<file path="src/hw/rtl/copg_pkg.sv">
`default_nettype none

package copg_pkg;

    // fixed field widths
    localparam int COORD_BITS  = 16;
    localparam int RADIUS_BITS = 14;
    localparam int COLOR_BITS  = 32;
    localparam int STEP_BITS   = 15;
    localparam int ERR_BITS    = 20;
    localparam int PIX_IDX_BITS = 3;

    // error term constants
    localparam logic [ERR_BITS-1:0] ERR_DIFF_INIT = ERR_BITS'(3);
    localparam logic [ERR_BITS-1:0] ERR_STEP_INC  = ERR_BITS'(2);

    // command codes
    localparam logic CMD_START = 1'b0;
    localparam logic CMD_STEP  = 1'b1;

    // input item
    typedef struct packed {
        logic                          cmd;
        logic signed [COORD_BITS-1:0]  center_x;
        logic signed [COORD_BITS-1:0]  center_y;
        logic        [RADIUS_BITS-1:0] radius;
        logic        [COLOR_BITS-1:0]  color;
    } copg_in_t;

    // result item
    typedef struct packed {
        logic signed [COORD_BITS-1:0] pixel_x;
        logic signed [COORD_BITS-1:0] pixel_y;
        logic        [COLOR_BITS-1:0] pixel_color;
        logic                         run_last;
        logic                         circle_done;
    } copg_out_t;

    // one burst of pixels handed from front to back
    typedef struct packed {
        logic [COORD_BITS-1:0] cx;
        logic [COORD_BITS-1:0] cy;
        logic [COLOR_BITS-1:0] color;
        logic [STEP_BITS-1:0]  p;
        logic [STEP_BITS-1:0]  q;
        logic                  is_start;
        logic                  eight;
        logic                  done;
    } copg_job_t;

endpackage

`default_nettype wire

</file>
<file path="src/hw/rtl/copg_front.sv">
`default_nettype none

module copg_front
    import copg_pkg::*;
(
    input  wire logic      clk,
    input  wire logic      rst_n,
    input  wire logic      push,
    input  wire copg_in_t  item,
    input  wire logic      job_full,
    output logic           job_push,
    output copg_job_t      job
);

    logic                  active_reg, active_next;
    logic [COORD_BITS-1:0] hold_cx_reg, hold_cx_next;
    logic [COORD_BITS-1:0] hold_cy_reg, hold_cy_next;
    logic [COLOR_BITS-1:0] hold_color_reg, hold_color_next;
    logic [STEP_BITS-1:0]  dx_reg, dx_next;
    logic [STEP_BITS-1:0]  dy_reg, dy_next;
    logic [ERR_BITS-1:0]   off_reg, off_next;
    logic [ERR_BITS-1:0]   term_reg, term_next;
    logic [ERR_BITS-1:0]   diff_reg, diff_next;

    logic                  accept;
    logic [ERR_BITS-1:0]   off_sum;
    logic [ERR_BITS-1:0]   off_tmp;
    logic                  take;
    logic [STEP_BITS-1:0]  dy_step;
    logic [STEP_BITS-1:0]  dx_inc;
    logic                  step_done;
    logic                  start_done;

    // magnitude of a two's complement error value, as unsigned
    function automatic logic [ERR_BITS-1:0] err_mag(input logic [ERR_BITS-1:0] v);
        err_mag = v[ERR_BITS-1] ? (~v + ERR_BITS'(1)) : v;
    endfunction

    assign accept = push && !job_full;

    // midpoint error update for one step
    assign off_sum    = off_reg + diff_reg;
    assign off_tmp    = off_sum + term_reg;
    assign take       = err_mag(off_tmp) < err_mag(off_sum);
    assign dy_step    = take ? (dy_reg - STEP_BITS'(1)) : dy_reg;
    assign dx_inc     = dx_reg + STEP_BITS'(1);
    assign step_done  = !(dx_inc < dy_step);
    assign start_done = !(item.radius > RADIUS_BITS'(1));

    // next state and job build
    always_comb
    begin
        active_next     = active_reg;
        hold_cx_next    = hold_cx_reg;
        hold_cy_next    = hold_cy_reg;
        hold_color_next = hold_color_reg;
        dx_next         = dx_reg;
        dy_next         = dy_reg;
        off_next        = off_reg;
        term_next       = term_reg;
        diff_next       = diff_reg;
        job_push        = 1'b0;

        job.cx       = hold_cx_reg;
        job.cy       = hold_cy_reg;
        job.color    = hold_color_reg;
        job.p        = dx_reg;
        job.q        = dy_step;
        job.is_start = 1'b0;
        job.eight    = (dx_reg != dy_step);
        job.done     = step_done;

        if (item.cmd == CMD_START)
        begin
            job.cx       = item.center_x;
            job.cy       = item.center_y;
            job.color    = item.color;
            job.p        = STEP_BITS'(item.radius);
            job.q        = STEP_BITS'(item.radius);
            job.is_start = 1'b1;
            job.eight    = 1'b0;
            job.done     = start_done;
            if (accept)
            begin
                job_push        = 1'b1;
                hold_cx_next    = item.center_x;
                hold_cy_next    = item.center_y;
                hold_color_next = item.color;
                off_next        = '0;
                diff_next       = ERR_DIFF_INIT;
                term_next       = ERR_DIFF_INIT - (ERR_BITS'(item.radius) << 1);
                dx_next         = STEP_BITS'(1);
                dy_next         = STEP_BITS'(item.radius);
                active_next     = !start_done;
            end
        end
        else if (accept && active_reg)
        begin
            job_push    = 1'b1;
            off_next    = take ? off_tmp : off_sum;
            term_next   = take ? (term_reg + ERR_STEP_INC) : term_reg;
            diff_next   = diff_reg + ERR_STEP_INC;
            dy_next     = dy_step;
            dx_next     = dx_inc;
            active_next = !step_done;
        end
    end

    // circle state registers
    always_ff @(posedge clk or negedge rst_n)
    begin
        if (!rst_n)
        begin
            active_reg     <= 1'b0;
            hold_cx_reg    <= '0;
            hold_cy_reg    <= '0;
            hold_color_reg <= '0;
            dx_reg         <= '0;
            dy_reg         <= '0;
            off_reg        <= '0;
            term_reg       <= '0;
            diff_reg       <= '0;
        end
        else
        begin
            active_reg     <= active_next;
            hold_cx_reg    <= hold_cx_next;
            hold_cy_reg    <= hold_cy_next;
            hold_color_reg <= hold_color_next;
            dx_reg         <= dx_next;
            dy_reg         <= dy_next;
            off_reg        <= off_next;
            term_reg       <= term_next;
            diff_reg       <= diff_next;
        end
    end

endmodule

`default_nettype wire

</file>
<file path="src/hw/rtl/copg_queue.sv">
`default_nettype none

module copg_queue
    import copg_pkg::*;
#(
    parameter int DEPTH = 4
)
(
    input  wire logic      clk,
    input  wire logic      rst_n,
    input  wire logic      wr,
    input  wire copg_job_t wr_data,
    output logic           full,
    input  wire logic      rd,
    output copg_job_t      rd_data,
    output logic           empty
);

    localparam int PTR_BITS = (DEPTH > 1) ? $clog2(DEPTH) : 1;
    localparam int CNT_BITS = $clog2(DEPTH + 1);

    copg_job_t             entry_reg [DEPTH];
    logic [PTR_BITS-1:0]   wr_ptr_reg, wr_ptr_next;
    logic [PTR_BITS-1:0]   rd_ptr_reg, rd_ptr_next;
    logic [CNT_BITS-1:0]   count_reg, count_next;
    logic                  do_wr;
    logic                  do_rd;

    assign full    = (count_reg == CNT_BITS'(DEPTH));
    assign empty   = (count_reg == '0);
    assign do_wr   = wr && !full;
    assign do_rd   = rd && !empty;
    assign rd_data = entry_reg[rd_ptr_reg];

    // pointer and fill count update
    always_comb
    begin
        wr_ptr_next = wr_ptr_reg;
        rd_ptr_next = rd_ptr_reg;
        count_next  = count_reg;
        if (do_wr)
        begin
            wr_ptr_next = (wr_ptr_reg == PTR_BITS'(DEPTH - 1)) ? '0
                                                                : wr_ptr_reg + PTR_BITS'(1);
        end
        if (do_rd)
        begin
            rd_ptr_next = (rd_ptr_reg == PTR_BITS'(DEPTH - 1)) ? '0
                                                                : rd_ptr_reg + PTR_BITS'(1);
        end
        if (do_wr && !do_rd)
        begin
            count_next = count_reg + CNT_BITS'(1);
        end
        else if (do_rd && !do_wr)
        begin
            count_next = count_reg - CNT_BITS'(1);
        end
    end

    always_ff @(posedge clk or negedge rst_n)
    begin
        if (!rst_n)
        begin
            wr_ptr_reg <= '0;
            rd_ptr_reg <= '0;
            count_reg  <= '0;
        end
        else
        begin
            wr_ptr_reg <= wr_ptr_next;
            rd_ptr_reg <= rd_ptr_next;
            count_reg  <= count_next;
        end
    end

    // entry storage
    always_ff @(posedge clk)
    begin
        if (do_wr)
        begin
            entry_reg[wr_ptr_reg] <= wr_data;
        end
    end

endmodule

`default_nettype wire

</file>
<file path="src/hw/rtl/copg_back.sv">
`default_nettype none

module copg_back
    import copg_pkg::*;
(
    input  wire logic      clk,
    input  wire logic      rst_n,
    input  wire copg_job_t job,
    input  wire logic      job_empty,
    output logic           job_pop,
    input  wire logic      pop,
    output logic           empty,
    output copg_out_t      result
);

    logic [PIX_IDX_BITS-1:0] idx_reg, idx_next;
    logic                    valid_reg, valid_next;
    copg_out_t               out_reg, out_next;

    logic                    advance;
    logic                    last;
    logic [COORD_BITS-1:0]   ox;
    logic [COORD_BITS-1:0]   oy;
    logic                    neg_x;
    logic                    neg_y;

    assign advance = !valid_reg || pop;
    assign last    = job.eight ? (idx_reg == PIX_IDX_BITS'(7)) : (idx_reg == PIX_IDX_BITS'(3));
    assign empty   = !valid_reg;
    assign result  = out_reg;

    // offset and mirror selection for the current pixel
    always_comb
    begin
        ox    = COORD_BITS'(job.p);
        oy    = COORD_BITS'(job.q);
        neg_x = idx_reg[1];
        neg_y = idx_reg[0];
        if (job.is_start)
        begin
            case (idx_reg[1:0])
                2'd0:
                begin
                    ox = '0;
                    neg_x = 1'b0;
                    neg_y = 1'b0;
                end
                2'd1:
                begin
                    ox = '0;
                    neg_x = 1'b0;
                    neg_y = 1'b1;
                end
                2'd2:
                begin
                    oy = '0;
                    neg_x = 1'b0;
                    neg_y = 1'b0;
                end
                default:
                begin
                    oy = '0;
                    neg_x = 1'b1;
                    neg_y = 1'b0;
                end
            endcase
        end
        else if (idx_reg[2])
        begin
            ox = COORD_BITS'(job.q);
            oy = COORD_BITS'(job.p);
        end
    end

    // output register and pixel counter
    always_comb
    begin
        idx_next   = idx_reg;
        valid_next = valid_reg;
        out_next   = out_reg;
        job_pop    = 1'b0;
        if (advance)
        begin
            valid_next = !job_empty;
            if (!job_empty)
            begin
                out_next.pixel_x     = neg_x ? (job.cx - ox) : (job.cx + ox);
                out_next.pixel_y     = neg_y ? (job.cy - oy) : (job.cy + oy);
                out_next.pixel_color = job.color;
                out_next.run_last    = last;
                out_next.circle_done = job.done;
                job_pop              = last;
                idx_next             = last ? '0 : idx_reg + PIX_IDX_BITS'(1);
            end
        end
    end

    always_ff @(posedge clk or negedge rst_n)
    begin
        if (!rst_n)
        begin
            idx_reg   <= '0;
            valid_reg <= 1'b0;
        end
        else
        begin
            idx_reg   <= idx_next;
            valid_reg <= valid_next;
        end
    end

    // result payload, no reset needed
    always_ff @(posedge clk)
    begin
        out_reg <= out_next;
    end

endmodule

`default_nettype wire

</file>
<file path="src/hw/rtl/circle_outline_pixel_generator.sv">
// circle outline pixel generator, midpoint scheme with eight-way symmetry
//
// input side is a queue: an item transfers when push is high and full is low.
// cmd start loads centre, radius and colour and yields the four axis pixels;
// cmd step advances one octant position and yields eight mirrored pixels, or
// four on the diagonal. a step with no circle in progress yields nothing.
// result side is a queue: the oldest pixel sits on result while empty is low
// and transfers when pop is high. run_last marks the final pixel of an item,
// circle_done is set on every pixel of the item that finishes the circle.
//
// the front updates the error terms for each accepted item and posts a burst
// descriptor into a QUEUE_DEPTH-entry queue; the back expands it one pixel
// per cycle, while the receiver keeps popping, into the output register. an
// item passes a queue entry and then the output register before its first
// pixel appears. a stalled receiver holds the pixel; the queue keeps taking
// items until full. reset clears the circle state, the queue pointers and the
// output valid flag; the pixel payload itself is not reset.
`default_nettype none

module circle_outline_pixel_generator
    import copg_pkg::*;
#(
    parameter int QUEUE_DEPTH = 4
)
(
    input  wire logic     clk,
    input  wire logic     rst_n,
    input  wire logic     push,
    output logic          full,
    input  wire copg_in_t item,
    output logic          empty,
    input  wire logic     pop,
    output copg_out_t     result
);

    copg_job_t job_in;
    copg_job_t job_out;
    logic      job_push;
    logic      job_pop;
    logic      job_full;
    logic      job_empty;

    assign full = job_full;

    // item classification and error update
    copg_front u_front
    (
        .clk      (clk),
        .rst_n    (rst_n),
        .push     (push),
        .item     (item),
        .job_full (job_full),
        .job_push (job_push),
        .job      (job_in)
    );

    // burst queue between front and back
    copg_queue #(
        .DEPTH (QUEUE_DEPTH)
    ) u_queue
    (
        .clk     (clk),
        .rst_n   (rst_n),
        .wr      (job_push),
        .wr_data (job_in),
        .full    (job_full),
        .rd      (job_pop),
        .rd_data (job_out),
        .empty   (job_empty)
    );

    // pixel expansion
    copg_back u_back
    (
        .clk       (clk),
        .rst_n     (rst_n),
        .job       (job_out),
        .job_empty (job_empty),
        .job_pop   (job_pop),
        .pop       (pop),
        .empty     (empty),
        .result    (result)
    );

endmodule

`default_nettype wire

</file>
<file path="config.mk">
export PLATFORM = sky130hd
export DESIGN_NAME = circle_outline_pixel_generator
export DESIGN_NICKNAME = d
export VERILOG_FILES = /design/src/hw/rtl/copg_pkg.sv /design/src/hw/rtl/copg_front.sv /design/src/hw/rtl/copg_queue.sv /design/src/hw/rtl/copg_back.sv /design/src/hw/rtl/circle_outline_pixel_generator.sv
export SDC_FILE = /design/constraint.sdc
export NUM_CORES = 1
export LEC_CHECK = 0
export ABC_AREA = 1
export BUFFER_PORTS_ARGS = -buffer_cell sky130_fd_sc_hd__buf_4
export CAP_MARGIN = 0
export CORE_MARGIN = 3
export CORE_UTILIZATION = 55
export DETAILED_ROUTE_END_ITERATION = 7
export PLACE_DENSITY = 0.75
export SKIP_LAST_GASP = 1
export SLEW_MARGIN = 15
export SYNTH_ARGS = -nofsm -noshare
export SYNTH_HDL_FRONTEND = slang
export SYNTH_SLANG_ARGS = --single-unit
</file>
<file path="constraint.sdc">
create_clock -name clk -period 6.7 [get_ports clk]
set_clock_uncertainty 0.1 [all_clocks]
set_input_delay 0.67 -clock clk [delete_from_list [all_inputs] [get_ports clk]]
set_output_delay 0.67 -clock clk [all_outputs]
set_load 0.01 [all_outputs]
</file>
; ---- Word-level counts from Yosys, hierarchy flattened
; Memories as Yosys holds them, arrays and structs flattened.
; Index checks and enable logic that the tools add are counted.
[word_totals]
ram_bits = 388
n_memories = 1
ff_bits = 232
input_bits = 83
[memory_table]
columns = name, depth, word_bits, rd, rd_ports_with_merged_regs, write_ports, line_no
row1 = u_queue.entry_reg, 4, 97, 1, 0, 1, copg_queue.sv:22  ; copg_job_t entry_reg [DEPTH];
[classes]
n_eq_ne = 10
n_bitwise = 4
mux = 49
n_lt_le_gt_ge = 3
n_reduce_logical = 24
addsub = 18
[op_table]
columns = op, count
row1 = 20-bit 2-to-1 mux, 13
row2 = 15-bit 2-to-1 mux, 11
row3 = 97-bit 2-to-1 mux, 1
row4 = 16-bit 2-to-1 mux, 4
row5 = "20-bit by 1-bit adder with 20-bit output, second input constant", 2
row6 = "20-bit by 2-bit adder with 20-bit output, second input constant", 2
row7 = 20-bit adder, 2
row8 = 20-bit NOT, 2
row9 = 16-bit adder, 2
row10 = 16-bit subtractor, 2
row11 = 20-bit < comparator, 1
row12 = "2-bit by 15-bit subtractor with 16-bit output, first input constant", 1
row13 = "15-bit by 1-bit adder with 15-bit output, second input constant", 1
row14 = 15-bit < comparator, 1
row15 = 1-bit 2-to-1 mux, 15
row16 = 15-bit != test, 1
row17 = "15-bit by 1-bit subtractor with 15-bit output, second input constant", 1
row18 = "14-bit by 1-bit greater-than comparator with 1-bit output, second input constant", 1
row19 = 3-bit 2-to-1 mux, 3
row20 = 1-bit zero test, 7
row21 = "3-bit by 1-bit adder with 3-bit output, second input constant", 2
row22 = "2-bit equality test, second input constant", 3
row23 = "3-bit equality test, second input constant", 2
row24 = 1-bit logical AND, 6
row25 = 15 further kinds, 22

; ---- Logic depth before layout (Yosys ltp)
; Gate-level depths: netlist of the first run.
[logic_depth]
word_depth = 11
ltp_mapped = 55

; ---- Modules after synthesis
; From an unflattened synthesis of the first run, not the netlist that was laid out.
[hier_totals]
cells_unflattened = 3851
area_unflattened_um2 = 34190.3
[by_module_without_submodules]
columns = module, area_per_inst_um2, seq_area_each_um2, cells_per_inst, n_inst
row1 = copg_queue, 15707.6, 11826.3, 1192, 1
row2 = copg_front, 12799.8, 3878.7, 1912, 1
row3 = copg_back, 5683.0, 2082.0, 747, 1

; ---- Worst setup path before layout of the first run
; Ideal clock, no wire load.
[synth_timing]
path_kind = reg-to-reg
startpoint = register u_front.diff_reg[0]
endpoint = memory u_queue.entry_reg[0][0] in the netlist's numbering (data pin)
arrival_ns = 6.234
setup_ns = 0.258
path_stages_with_launch = 48
path_buffers = 2
setup_slack_ns = 0.108
path_cell_list = dfrtp_1 > ha_1 > fa_1 > nand3_1 > nand3_2 > nand2_1 > nand2_1 > a21oi_1 > xor2_1 > inv_2 > ha_1 > nand2_1 > nor3_1 > nand4_1 > nand3_1 > xor2_1 > inv_1 > nand2_1 > [12 not listed] > inv_2 > buf_2 > nand3_1 > nand2_1 > inv_1 > ha_1 > a21oi_1 > o21ai_0 > a21o_1 > or2_2 > nand2_1 > nand2_1 > nand2_1 > nand2_1 > nand2_1 > nand3_1 > nand2_1 > inv_1
[synth_lines]
columns = item, line_no
row1 = from (decl), copg_front.sv:23  ; logic [ERR_BITS-1:0] diff_reg, diff_next;
row2 = from (signal assigned), copg_front.sv:134  ; diff_reg <= diff_next;
row3 = to (decl), copg_queue.sv:22

==> flow_summary.yaml, run 1 <==
outcome:
  outcome: "completed"
synthesis:
  asyncSetResetFlopFracSynth_pct: 26.7
  yosys.area.top_type_share_pct: 42.2
  synthesis.area_sq_um: 32300
  avgSynthCellArea_sq_um: 9.40
  synthDistinctLibCells: 64
  synthDominantAreaCellType: "sky130_fd_sc_hd__edfxtp_1"
  synth-seq-area-share_pct: 55.0
  yosys-top-cells-area: "sky130_fd_sc_hd__edfxtp_1 42%, sky130_fd_sc_hd__dfrtp_1 13%, sky130_fd_sc_hd__nand2_1 8.5%, sky130_fd_sc_hd__o21ai_0 6.6%, sky130_fd_sc_hd__ha_1 4.6%"
  post_synthesis_sequential_element_count: 619
  ys.warnings.count: 0
  synth_nets: 3644
  number_of_flops_mapped_to_enable_cells_by_yosys: 454
  postSynthCellCount: 3438
  synth_flop_cell: "sky130_fd_sc_hd__edfxtp_1"
global_route:
  first_global_vias: 24494
  grt_pass1_wl_mm: 133
  grt_remaining_overflow: 0
  gr-usage-all-layers_pct: 26.9
  grt_start_max_net_pins: 96
  number_of_antenna_violations_at_the_first_check_in_global_routing: 0
cells_and_area:
  drive_above_1_share_pct: 18.7
  post-route-util_pct: 67.0
  insertedDiodeCount: 0
  final_nets: 3964
  largest_reg_flops: 388
  final_cell_area_sq_um: 38800
  syn2layout_area_growth_pct: 20.1
route:
  viasPerCell: 5.60
  avgRoutedWirePerCell_microns: 18.7
  detail_route.drc_violations: 0
  antenna_violating_nets_post_route: 0
  drtPass1Iterations: 6
  first_iter_violations: 2135
  vias: 25644
  postRouteWirelength_mm: 85.8
placement:
  post-place-ws_ns: -0.146
  placed_area_sq_um: 35500
  place.detailed.hpwl_mm: 57.6
  port_buffers: 150
  routabilityCongestion: 0.968
timing:
  timing.final.crit_share_pct: 95.5
  final_hold_violation_count: 0
  worst_pin_slew_ns: 1.12
  final-setup-viol-count: 0
  timing.fmax_mhz: 156
  fin_setup_tns_ns: 0
  finalWorstSetupSlack_ns: 0.304
  post-route-min-period_ns: 6.40
  max_slew_margin_pct: 25.6
  slew_violations: 0
die:
  floorplan.rows: 88
  placeable_core_region_sq_um: 57900
  die_h_microns: 248
  die_w_microns: 248
  dieArea_sq_um: 61700
  floorplan.initialDensity_pct: 55.8
  io_pins: 151
cts:
  clk_pin_slew_ns: 0.06
  clock_tree.htree_level_count: 3
  clock_sink_count: 619
  cts.path.max_buffers: 3
  clock_tree_from_tritoncts: "done"
  cts-buffers-inserted: 66
  clock_insertion_delay_worst_skew_ns: 0.60
  ctsRootBufferMaster: "sky130_fd_sc_hd__clkbuf_16"
setup_path:
  r2r_slack_ns: 0.30
  rr_worst_depth: 47
  worstSetupPathType: "flop to flop"
  critical_path.reg2reg.startpoint: "u_front.off_reg[10]"
  worstSetupStartpointType: "flop"
  rr_endpoint: "u_queue.entry_reg[0][0]"
  timing.critical_path.buf_inv: 8
  critical_path_depth: 47
  cp_capture_type: "flop"
  cp.required_ns: 6.95
  crit_path_max_fanout: 8
  cpLargestDelayFamily: "simple AND/OR/NAND/NOR gates"
  critical_path_arrival_ns: 6.65
  critical-path-top-cell-by-count: "sky130_fd_sc_hd__nand2_1"
  critical_path.endpoint: "u_queue.entry_reg[0][0]"
  critical-path-max-stage-delay_ns: 0.43
  timing.critical_path.slowest_stage_cell: "sky130_fd_sc_hd__dfrtp_1"
  critPathLaunch: "u_front.off_reg[10]"
run:
  max_cap_viol_count: 0
min_path:
  worst_min_delay_path_startpoint: "pop"
  hold_path_class: "primary input to flop"
==> synthesized netlist by cell type (all sizes together) (2+ instances only) <==
library cell  number
nand2            750
a2bb2oi            2
a21oi            119
o21ai            458
ha               118
o22ai             81
o31ai              9
xnor2             33
a31oi              9
buf               43
fa                 5
o21a               3
and2               3
nor3              42
o21bai             5
a32o              14
inv              331
o22a              10
a21boi             5
dfrtp            165
nor4               2
edfxtp           454
a21o               9
and3               3
clkbuf            90
or2                7
a211oi             3
nand3b            11
nor2             357
xor2             116
o211ai            11
a22oi              3
nand4             30
nand3            130
==> cell families (layout without fill, tap and decap cells) <==
logic type,Yosys count,in the layout,synth area share [%]
buf+inv,465,839,5.65
fa+ha+maj,123,123,4.88
compound gates,746,746,13.1
xor+xnor,150,150,4.26
simple gates,1335,1335,17.1
flops,619,619,55.0
==> worst reg2reg max path: cells and delay by family, from the launching register on <==
family                     cells  cell delay (ns)
AOI/OAI and AO/OA              4             0.51
xor gates and xnor gates       2             0.36
adders and majority gates      4             1.09
buffers and inverters          8             0.69
DFF                            1             0.43
and+or+nand+nor               29             3.01
==> layer usage <==
metal	share of wire, %	up-vias	GRT usage (%)
li1	-	12371	-
met1	41	12240	35.4
met2	49	858	46.0
met3	5.9	175	3.63
met4	4.0	0	9.65
met5	0	-	0
==> worst min path at each step <==
stage,end,slack [ns],depth (start not counted)
floorplan,u_back.idx_reg[0],0.27,0
finish,u_back.valid_reg,0.15,2
global placement,u_front.hold_cx_reg[5],0.37,2
CTS,u_back.valid_reg,0.12,2
global route,u_back.valid_reg,0.15,2
detailed placement,u_front.hold_color_reg[1],0.37,2
==> timing repair <==
item,CTS,global route
hold buffers,1,0
hold endpoints to repair,49,0
gates cloned,0,1
pin swaps,7,75
setup endpoints to repair,5,9
setup buffers,10,15
resized for setup,30,163
==> cells in the final DEF (no fill, tap or decap), types with 7 or more instances in the layout <==
master	instances
sky130_fd_sc_hd__dfrtp_1	163
sky130_fd_sc_hd__xor2_2	11
sky130_fd_sc_hd__o21ai_0	413
sky130_fd_sc_hd__edfxtp_1	454
sky130_fd_sc_hd__ha_4	27
sky130_fd_sc_hd__a21o_1	9
sky130_fd_sc_hd__nand3_2	14
sky130_fd_sc_hd__clkbuf_16	68
sky130_fd_sc_hd__nor3_1	35
sky130_fd_sc_hd__nor2_4	12
sky130_fd_sc_hd__a31oi_1	9
sky130_fd_sc_hd__o21ai_2	11
sky130_fd_sc_hd__nand2_1	703
sky130_fd_sc_hd__clkbuf_1	14
sky130_fd_sc_hd__clkinv_1	7
sky130_fd_sc_hd__inv_6	7
sky130_fd_sc_hd__xnor2_1	30
sky130_fd_sc_hd__nand3_1	113
sky130_fd_sc_hd__nor2_2	20
sky130_fd_sc_hd__nor2_1	325
sky130_fd_sc_hd__nand2_2	35
sky130_fd_sc_hd__buf_4	375
sky130_fd_sc_hd__clkbuf_8	10
sky130_fd_sc_hd__clkinv_2	10
sky130_fd_sc_hd__a21oi_2	17
sky130_fd_sc_hd__ha_1	90
sky130_fd_sc_hd__o21ai_1	32
sky130_fd_sc_hd__inv_2	13
sky130_fd_sc_hd__nand4_1	30
sky130_fd_sc_hd__xor2_1	102
sky130_fd_sc_hd__o22a_1	10
sky130_fd_sc_hd__inv_1	315
sky130_fd_sc_hd__nand2_4	12
sky130_fd_sc_hd__o22ai_1	81
sky130_fd_sc_hd__a21oi_1	96
sky130_fd_sc_hd__nand3b_1	11
sky130_fd_sc_hd__a32o_1	14
==> layout make-up <==
class / instances / area [sq um]
fill: 4501 / 19100
tap: 765 / 957
clock buffer: 90 / 1850
clock inverter: 32 / 347
inverter: 332 / 1250
timing repair buffer: 385 / 2960
sequential: 619 / 17800
multi-input combinational: 2354 / 13700
==> through the flow <==
| step | hold slack, ns | cells |
|---|---|---|
| floorplan | 0.274 | 3438 |
| global placement | 0.366 | 4429 |
| detailed placement | 0.373 | 4429 |
| CTS | 0.121 | 4562 |
| global route | 0.145 | 4577 |
| finish | 0.152 | 4577 |
Power of run 1 is left out: the tool's default activity adds up to more than one toggle a clock period on the data nets, which glitch-free logic cannot reach.
==> run 2: changes to the inputs <==
CORE_MARGIN = 5   (was 3)
==> run 2 against run 1 <==
Cell count shrank 0.31%. First-iteration DRC count fell by 1.3%. Design area shrank 0.17%. Sequential cell count is the same. Register-to-register slack got worse by 0.07 ns. Non-clock buffer count is 8 lower. Die area is 3.2% higher.
==> flow_summary.yaml, run 2 (same netlist as run 1, synthesis figures left out) <==
cells_and_area:
  largest_reg_flops: 388
  final_nets: 3951
  final_cell_area_sq_um: 38800
  register_area_sq_um: 17800
  insertedDiodeCount: 0
  area_of_the_multi_input_gates_sq_um: 13700
  syn2layout_area_growth_pct: 19.9
  drive_above_1_share_pct: 18.4
  finalNonFillerCells: 4563
  leading_cell_type_in_the_layout_fill_and_taps_excluded: "sky130_fd_sc_hd__nand2_1"
  mostFrequentLayoutCells: "704 x sky130_fd_sc_hd__nand2_1, 454 x sky130_fd_sc_hd__edfxtp_1, 415 x sky130_fd_sc_hd__o21ai_0"
  num-fill-cells: 4446
timing:
  final-setup-viol-count: 0
  finalWorstSetupSlack_ns: 0.231
  max_slew_margin_pct: 27.5
  timing.fmax_mhz: 155
  slew_violations: 0
  fin_hold_ws_ns: 0.152
  worst_pin_slew_ns: 1.09
  post-route-min-period_ns: 6.47
  final_hold_violation_count: 0
  timing.final.crit_share_pct: 96.6
cts:
  clk_pin_slew_ns: 0.06
  cts.path.max_buffers: 3
  cts-buffers-inserted: 61
  ctsRootBufferMaster: "sky130_fd_sc_hd__clkbuf_16"
  clock_tree_from_tritoncts: "done"
  clock_sink_count: 619
  clock_tree.htree_level_count: 2
  clock_insertion_delay_worst_skew_ns: 0.65
die:
  floorplan.rows: 88
  dieArea_sq_um: 63700
  die_h_microns: 252
  io_pins: 151
  placeable_core_region_sq_um: 57900
  die_w_microns: 252
  floorplan.initialDensity_pct: 55.8
placement:
  place.detailed.hpwl_mm: 58.1
  numPlacedInstances: 4426
  post-place-ws_ns: -0.239
  port_buffers: 150
  placed_area_sq_um: 35500
  routabilityCongestion: 1.01
global_route:
  grt_remaining_overflow: 0
  number_of_antenna_violations_at_the_first_check_in_global_routing: 0
  grt_start_max_net_pins: 136
  grt_pass1_wl_mm: 132
  gr-usage-all-layers_pct: 26.0
  first_global_vias: 24360
route:
  detail_route.drc_violations: 0
  viasPerCell: 5.63
  drtPass1Iterations: 7
  antenna_violating_nets_post_route: 0
  vias: 25694
  avgRoutedWirePerCell_microns: 18.8
  first_iter_violations: 2108
  postRouteWirelength_mm: 85.9
setup_path:
  critical_path_arrival_ns: 6.76
  timing.critical_path.buf_inv: 6
  crit_path_max_fanout: 8
  cpLargestDelayFamily: "simple AND/OR/NAND/NOR gates"
  critical-path-top-cell-by-count: "sky130_fd_sc_hd__nand2_1"
  critical_path.reg2reg.startpoint: "u_front.diff_reg[5]"
  critical-path-max-stage-delay_ns: 0.41
  cp.required_ns: 6.99
  cp_capture_type: "flop"
  r2r_slack_ns: 0.23
  rr_endpoint: "u_queue.entry_reg[0][0]"
  worstSetupStartpointType: "flop"
  timing.critical_path.slowest_stage_cell: "sky130_fd_sc_hd__dfrtp_1"
  worstSetupPathType: "flop to flop"
  rr_worst_depth: 44
run:
  max_cap_viol_count: 0
min_path:
  hold_path_class: "primary input to flop"
  holdPathStages: 2
  worst_min_delay_path_startpoint: "pop"
  hold-path-endpoint: "u_back.valid_reg"
outcome:
  outcome: "completed"
run 2: cell count changes in the layout (fill, tap and decap cells not counted), moves of 4 or more:
| cell | previous run | this run |
|---|---|---|
| sky130_fd_sc_hd__ha_4 | 27 | 31 |
| sky130_fd_sc_hd__buf_12 | 1 | 6 |
| sky130_fd_sc_hd__bufinv_16 | 3 | 7 |
| sky130_fd_sc_hd__ha_1 | 90 | 86 |
| sky130_fd_sc_hd__buf_4 | 375 | 366 |
| sky130_fd_sc_hd__clkbuf_16 | 68 | 62 |
run 2: metal layers:
layer  track usage, %  up-vias  share of wire (%)
li1                 -    12354                  -
met1             34.5    12202                 41
met2             44.3      969                 49
met3             3.35      169                6.4
met4             9.41        0                3.8
met5                0        -                  0
run 2: final cells by class:
type / count / area share [%]
Tap cell: 765 / 2.47
Inverter: 332 / 3.24
Clock buffer: 81 / 4.29
Timing Repair Buffer: 377 / 7.58
Multi-Input combinational cell: 2354 / 35.5
Sequential cell: 619 / 45.8
Clock inverter: 35 / 1.11
run 2: repair_timing:
item	CTS	global route
hold buffers	1	0
pin swaps	3	63
setup buffers	2	17
gates cloned	0	1
gates resized for setup	16	175
setup endpoints to repair	5	69
endpoints found under the hold margin	55	0
run 2: worst max path at each step:
| stage | from | to | slack, ns | cells after the start |
|---|---|---|---|---|
| 6_report | u_front.diff_reg[5] | u_queue.entry_reg[0][0] | 0.23 | 44 |
| 5_1_grt | u_front.diff_reg[5] | u_queue.entry_reg[0][0] | -0.16 | 46 |
| 4_1_cts | u_front.diff_reg[0] | u_queue.entry_reg[1][0] | 0.01 | 46 |
| 3_5_place_dp | u_front.off_reg[2] | u_queue.entry_reg[3][0] | -0.24 | 46 |
| 3_3_place_gp | u_front.off_reg[5] | u_queue.entry_reg[3][0] | -0.1 | 47 |
| 2_1_floorplan | u_front.diff_reg[0] | u_queue.entry_reg[0][0] | 0.11 | 47 |
run 2: worst reg2reg max path: cells and delay by family, from the launching register on:
family / cells / cell delay (ns)
buf+inv: 6 / 0.58
flops: 1 / 0.41
fa+ha+maj: 4 / 1.13
compound gates: 6 / 0.94
simple gates: 26 / 2.68
xor+xnor: 2 / 0.40
run 2: per-stage QoR:
stage,utilization (%),setup TNS (ns)
floorplan,-,0
global placement,61.3,-0.385
detailed placement,61.3,-1.04
CTS,65.1,0
global route,66.9,-0.739
finish,66.9,0
Power of run 2 is left out for the same reason.
